**config.mk**
```make
export PLATFORM = sky130hd
export DESIGN_NAME = rbs_merge
export DESIGN_NICKNAME = d
export VERILOG_FILES = /design/src/design/rbs_pkg.sv /design/src/design/rbs_merge.sv
export SDC_FILE = /design/constraint.sdc
export NUM_CORES = 1
export LEC_CHECK = 0
export BUFFER_PORTS_ARGS = -buffer_cell sky130_fd_sc_hd__buf_2
export CORE_ASPECT_RATIO = 0.5
export CORE_UTILIZATION = 45
export DETAILED_ROUTE_END_ITERATION = 10
export GPL_TIMING_DRIVEN = 1
export PLACE_DENSITY_LB_ADDON = 0.3
export SETUP_SLACK_MARGIN = 0.5
export SYNTH_ARGS = -nofsm -noshare
export SYNTH_HDL_FRONTEND = slang
export SYNTH_SLANG_ARGS = --single-unit
```
**constraint.sdc**
```tcl
create_clock -name clk -period 9.8 [get_ports clk]
set_input_delay 1.96 -clock clk [delete_from_list [all_inputs] [get_ports clk]]
set_output_delay 1.96 -clock clk [all_outputs]
set_load 0.03 [all_outputs]
```
**src/design/rbs_pkg.sv**
```systemverilog
// rbs_pkg: shared types and constants for the ray/box slab intersect block
// no dependencies
package rbs_pkg;
	localparam int CW = 32;
	localparam int FB = 16;
	localparam int NW = CW + 1 + FB;
	localparam int CFG_IDX_W = 3;

	typedef enum logic [CFG_IDX_W-1:0] {
		REG_MIN_X = 3'd0, REG_MIN_Y = 3'd1, REG_MIN_Z = 3'd2,
		REG_MAX_X = 3'd3, REG_MAX_Y = 3'd4, REG_MAX_Z = 3'd5
	} cfg_reg_t;

	typedef struct packed {
		logic signed [CW-1:0] origin_x;
		logic signed [CW-1:0] origin_y;
		logic signed [CW-1:0] origin_z;
		logic signed [CW-1:0] direction_x;
		logic signed [CW-1:0] direction_y;
		logic signed [CW-1:0] direction_z;
		logic signed [CW-1:0] t_start;
		logic signed [CW-1:0] t_end;
	} ray_t;

	typedef struct packed {
		logic                 hit;
		logic signed [CW-1:0] t_entry;
		logic signed [CW-1:0] t_exit;
	} res_t;

	// per-axis outcome handed from a lane to the merge stage
	typedef struct packed {
		logic                 zero_dir;
		logic                 in_slab;
		logic signed [CW-1:0] t_near;
		logic signed [CW-1:0] t_far;
	} lane_res_t;
endpackage

```
**src/design/rbs_merge.sv**
```systemverilog
// rbs_merge: combines the three lane outcomes into the clipped interval
// depends on rbs_pkg
module rbs_merge (
	input  logic                          clk,
	input  logic                          en,
	input  rbs_pkg::lane_res_t            lx,
	input  rbs_pkg::lane_res_t            ly,
	input  rbs_pkg::lane_res_t            lz,
	input  logic signed [rbs_pkg::CW-1:0] t0,
	input  logic signed [rbs_pkg::CW-1:0] t1,
	output rbs_pkg::res_t                 res
);
	import rbs_pkg::*;

	logic signed [CW-1:0] a0, a1, b0, b1, c0, c1, c0_s1, c1_s1;
	logic ha, hb, hit_s1;
	lane_res_t lz_s1;

	function automatic logic [2*CW:0] clip(lane_res_t l, logic signed [CW-1:0] lo,
		logic signed [CW-1:0] hi);
		logic signed [CW-1:0] nlo, nhi;
		logic h;
		begin
			nlo = lo;
			nhi = hi;
			h = 1'b1;
			if (l.zero_dir) begin
				h = l.in_slab;
			end else begin
				if (l.t_near > nlo) nlo = l.t_near;
				if (l.t_far < nhi) nhi = l.t_far;
			end
			if (nlo > nhi) h = 1'b0;
			return {h, nlo, nhi};
		end
	endfunction

	// x and y axes, registered, then z
	always_comb begin
		{ha, a0, a1} = clip(lx, t0, t1);
		{hb, b0, b1} = clip(ly, a0, a1);
	end

	always_ff @(posedge clk) begin
		if (en) begin
			hit_s1 <= ha && hb;
			c0_s1  <= b0;
			c1_s1  <= b1;
			lz_s1  <= lz;
		end
	end

	logic hc;
	always_comb begin
		{hc, c0, c1} = clip(lz_s1, c0_s1, c1_s1);
		res.hit     = hit_s1 && hc;
		res.t_entry = res.hit ? c0 : '0;
		res.t_exit  = res.hit ? c1 : '0;
	end
endmodule

```
# Word-level counts from Yosys, hierarchy flattened
# Cells that the tools add are included.
[totals]
ff_bits = 131
inputBits = 264
output_inout_bits = 65
[classes]
magnitude_cmp = 9
muxes = 20
reduce_logical = 2
[ops]
columns = ["cell", "n"]
rows = [
  ["2-to-1 mux 32 bit", 14],
  ["greater-than comparator 32 bit", 6],
  ["< comparator 32 bit", 3],
  ["2-to-1 mux 1 bit", 6],
  ["logical AND 1 bit", 2],
]

# Longest topological paths before layout
[depth]
word_depth = 9
depth_mapped = 37

# Worst setup path before layout
# No wires, ideal clock.
[synth_path]
path_kind = "in2reg"
startpoint = "in t0[17] in the netlist's numbering"
endpoint = "reg hit_s1 (data pin)"
setup_time_ps = 174
arrival_time_ps = 8383
required_time_ps = 9626
slack_ps = 1243
cell_stages = 34
path_cell_list = "inv_1 -> ha_1 -> a21o_1 -> a21o_1 -> a21o_1 -> a21o_1 -> a221o_1 -> a2111oi_2 -> o21ai_1 -> mux2i_4 -> buf_6 -> mux2_4 -> inv_1 -> ha_1 -> a21o_1 -> a21o_1 -> a21oi_1 -> o211ai_1 -> a21o_1 -> a21oi_1 -> nand4_1 -> nand3b_1 -> clkbuf_1 -> mux2_2 -> ha_1 -> nand4_1 -> nor3_1 -> nand4_1 -> nor2_1 -> nand4_1 -> a211oi_1 -> nor2_1 -> or2_2 -> a311oi_1"
[synth_via]
elab_chain_cells = 9
elab_cells_between_ends = 11
[synth_lines]
columns = ["element", "line_no", "rtl"]
rows = [
  ["start: declaration", "rbs_merge.sv:9", "input logic signed [rbs_pkg::CW-1:0] t0,"],
  ["greater-than comparator 32 bit", "rbs_merge.sv:30", "if (l.t_near > nlo) nlo = l.t_near;"],
  ["2-to-1 mux 32 bit", "rbs_merge.sv:30", ""],
  ["2-to-1 mux 32 bit (*)", "rbs_merge.sv:27", "if (l.zero_dir) begin"],
  ["greater-than comparator 32 bit", "rbs_merge.sv:30", ""],
  ["2-to-1 mux 32 bit", "rbs_merge.sv:30", ""],
  ["2-to-1 mux 32 bit (*)", "rbs_merge.sv:27", ""],
  ["via b0[31]", "rbs_merge.sv:15", "logic signed [CW-1:0] a0, a1, b0, b1, c0, c1, c0_s1, c1_s1;"],
  ["greater-than comparator 32 bit (*)", "rbs_merge.sv:33", "if (nlo > nhi) h = 1'b0;"],
  ["2-to-1 mux 1 bit (*)", "rbs_merge.sv:33", ""],
  ["logical AND 1 bit (*)", "rbs_merge.sv:46", "hit_s1 <= ha && hb;"],
  ["end signal: assignment", "rbs_merge.sv:46", ""],
  ["end: declaration", "rbs_merge.sv:16", "logic ha, hb, hit_s1;"],
]
# Mark *: on every way through the listed nets, which the timed path passes. The rest lies on a longest branch.
# A chain may end at the register's enable or synchronous reset.

# Worst setup path after layout
[layout_path]
startpoint = "in t1[14] in the netlist's numbering"
endpoint = "reg hit_s1 (data pin)"
[layout_via]
elab_chain_cells = 9
elab_cells_between_ends = 11
[layout_lines]
columns = ["element", "line_no", "rtl"]
rows = [
  ["start: declaration", "rbs_merge.sv:10", "input logic signed [rbs_pkg::CW-1:0] t1,"],
  ["< comparator 32 bit", "rbs_merge.sv:31", "if (l.t_far < nhi) nhi = l.t_far;"],
  ["2-to-1 mux 32 bit", "rbs_merge.sv:31", ""],
  ["2-to-1 mux 32 bit (*)", "rbs_merge.sv:27", ""],
  ["< comparator 32 bit", "rbs_merge.sv:31", ""],
  ["2-to-1 mux 32 bit", "rbs_merge.sv:31", ""],
  ["2-to-1 mux 32 bit", "rbs_merge.sv:27", ""],
  ["greater-than comparator 32 bit", "rbs_merge.sv:33", ""],
  ["2-to-1 mux 1 bit", "rbs_merge.sv:33", ""],
  ["logical AND 1 bit (*)", "rbs_merge.sv:46", ""],
]
# Every way passes the cells marked *; elsewhere a longest branch is shown, timed or not.

==> flow_metrics.py <==
metrics = {
    "cts": {
        "cts_made_buffers": 17,
        "h-tree-depth": 4,
        "postCtsHoldBufs": 0,
        "clk_transition_reported_paths_ps": 70,
        "clock_tree.buffer_depth": 2,
        "cts_root_buf": "clkbuf_16",
        "clock_tree_from_tritoncts": "yes",
        "cts_num_sinks": 131,
    },
    "floorplanning": {
        "i_o_pin_cnt": 329,
        "dieArea_um2": 32910,
        "chipWidth_um": 255.6,
        "floorplan.rows": 45,
        "chipHeight_um": 128.8,
        "core_um2": 30970,
        "initial_utilization": 0.4671,
    },
    "yosys": {
        "yosys_most_used_dff": "edfxtp_1",
        "top_count_cell_post_synth": "ha_1",
        "synth_common_cells": "285 x ha_1, 199 x inv_1, 131 x edfxtp_1",
        "synth_fp_nets": 2056,
        "synth.top_cells.by_area": "edfxtp_1 27%, ha_1 25%, mux2_4 6.1%, inv_1 5.2%, mux2_2 4.7%",
        "post_synth_num_cell_types": 59,
        "postSynthAreaPerCell_um2": 9.599,
        "seq_area_frac_synth": 0.2719,
        "synth-warning-count": 0,
        "netlist.top_cell.by_area": "edfxtp_1",
        "post_synth_instance_area_um2": 14470,
        "synth_seq_cells": 131,
        "synth-edff-count": 131,
        "synthCells": 1507,
        "netlist.area_leader.share": 0.2719,
        "postSynth.asyncResetShare": 0,
    },
    "routing": {
        "route.vias.total": 12460,
        "ant_nets": 0,
        "dr.first_iter.drc_count": 1019,
        "drc": 0,
        "wl_per_cell_um": 20.25,
        "wl_mm": 46.14,
        "detail_route.first_pass.iterations": 5,
        "via_per_inst": 5.468,
    },
    "job": {
        "maxCapViolations": 0,
    },
    "placement": {
        "globalplace.congestion": 1.022,
        "dp.final_hpwl_mm": 39.39,
        "cell_area_after_placement_um2": 16580,
        "port-buffer-count": 328,
    },
    "power_and_ir_drop": {
        "power_density_nw_per_um2": 165.6,
        "cellLeakagePower_nw": 8.795,
        "worst_ir_drop_vdd_mv": 0.1077,
    },
    "setup_path": {
        "cpMostUsedCell": "o21a_1",
        "critical_path.max_fanout": 17,
        "critPathArrivalTime_ps": 9300,
        "critical_path.slowest_cell": "o21ai_0",
        "timing.setup.critical_path_class": "in2reg",
        "critPathLaunchType": "input pin",
        "critPathCaptureType": "flop",
        "cp_slowest_stage_delay_ps": 620,
        "required_ps": 10050,
    },
    "cells_and_area": {
        "nNetsFinal": 2387,
        "layout-drive-gt1-share": 0.2793,
        "area_delta_synth_final_pct": 19.24,
        "post-route-cell-area_um2": 17250,
    },
    "worst_hold_path": {
        "worst_hold_path.endpoint": "lz_s1[34]$_DFFE_PP_",
        "worst_hold_startpoint": "lz[34]",
        "hold_path_depth": 1,
        "worst_hold_path_type": "in2reg",
    },
    "grt": {
        "grt_first_pass_wirelength_mm": 68.74,
        "grt_pass1_vias": 11990,
        "globalRouteOverflowTotal": 0,
        "grt_max_degree": 89,
        "antenna_found_initial": 6,
        "gr-usage-all-layers": 0.2775,
    },
    "sta": {
        "min_period_ps": 9051,
        "finalSetupTns_ps": 0,
        "grt_setup_unrepaired": "yes",
        "report.final.setup_viol": 0,
        "final_min_period_over_clock_period": 0.9236,
        "tightestPinTransition_ps": 1095,
        "timing_max_transition_violations_final": 0,
        "timing.slew.headroom": 0.2700,
        "final-hold-violation-count": 0,
        "max_freq_ghz": 0.1105,
    },
    "run_status": {
        "outcome": "finished clean",
    },
}
[metal layers]
metal  wire length (um)  global-route usage  part of all wire  vias up
li1                   -                   -                 -     6204
met1              22620              0.4136              0.49     5798
met2              19680              0.4207              0.43      417
met3               3200             0.04058             0.069       34
met4                620             0.06446             0.013        2
met5                 13                   0           0.00028        -
[worst max-delay path by stage]
stage | startpoint | end
after floorplan | t0[17] | hit_s1$_DFFE_PP_
after global placement | t1[14] | hit_s1$_DFFE_PP_
after detailed placement | t1[14] | hit_s1$_DFFE_PP_
after CTS | t1[14] | hit_s1$_DFFE_PP_
after global routing | t1[17] | hit_s1$_DFFE_PP_
final | t1[14] | hit_s1$_DFFE_PP_
[stage by stage]
step	util	hold slack (ps)	power [W]	setup WS, ps	cells
after floorplan	-	2059	0.001737	1243	1507
after global placement	0.5353	2136	0.002166	328.4	2234
after detailed placement	0.5353	2138	0.002178	266.9	2234
after CTS	0.5546	1688	0.002832	695.9	2266
after global routing	0.5570	1683	0.003047	415.7	2278
final	0.5570	1701	0.002857	748.6	2278
[flip-flops by register name, summed over array words and instances, names as in the netlist]
register,count
c0_s1,32
c1_s1,32
hit_s1,1
lz_s1,66
[layout by cell type (no fill, tap or decap), types with 59 or more instances in the layout]
master | Yosys | routed
ha_1 | 285 | 285
a21o_1 | 72 | 72
mux2_4 | 59 | 59
mux2_2 | 60 | 60
o21ai_0 | 107 | 104
buf_2 | 3 | 327
a21oi_1 | 101 | 101
inv_1 | 199 | 198
edfxtp_1 | 131 | 131
nand2_1 | 77 | 77
and2_1 | 64 | 64
[area by class of cell]
class | instances | area, um2
multi-input cells | 1137 | 9563
flip-flops and latches | 131 | 3934
clock buffers | 17 | 425.4
clock inverters | 15 | 173.9
inverters | 199 | 750.7
well taps | 423 | 529.3
diodes | 4 | 10.01
repair buffers | 352 | 1862
fillers | 2853 | 13720
[worst max-delay path, delay by kind of cell]
kind                       cells  cell delay, ps
muxes                          1             240
and+or+nand+nor                9            1760
buffers and inverters          5             930
xor gates and xnor gates       1             210
AOI/OAI and AO/OA             15            3220
adders and majority gates      3             950
[power by group]
group	internal (W)	switching [W]
combinational	0.000606	0.000855
clock	0.000366	0.000283
sequential	0.000701	0.0000466
total	0.00167	0.00118
[logic make-up (layout without fill, tap and decap cells)]
kind of cell | Yosys count | after routing | share of synthesized area
xor+xnor | 1 | 1 | 0.0006056
other cells | 0 | 4 | 0
compound gates | 337 | 337 | 0.1418
flops | 131 | 131 | 0.2719
mux | 164 | 164 | 0.1406
simple gates | 349 | 350 | 0.1290
buf+inv | 240 | 583 | 0.06954
fa+ha+maj | 285 | 285 | 0.2465
[repair_timing]
| item | in CTS | in global routing |
|---|---|---|
| endpoints found under the hold margin | 0 | 0 |
| gates resized for setup | 0 | 4 |
| buffers inserted | 0 | 7 |
| endpoints found under the setup margin | 0 | 33 |
(Power assumes the default switching activity.)
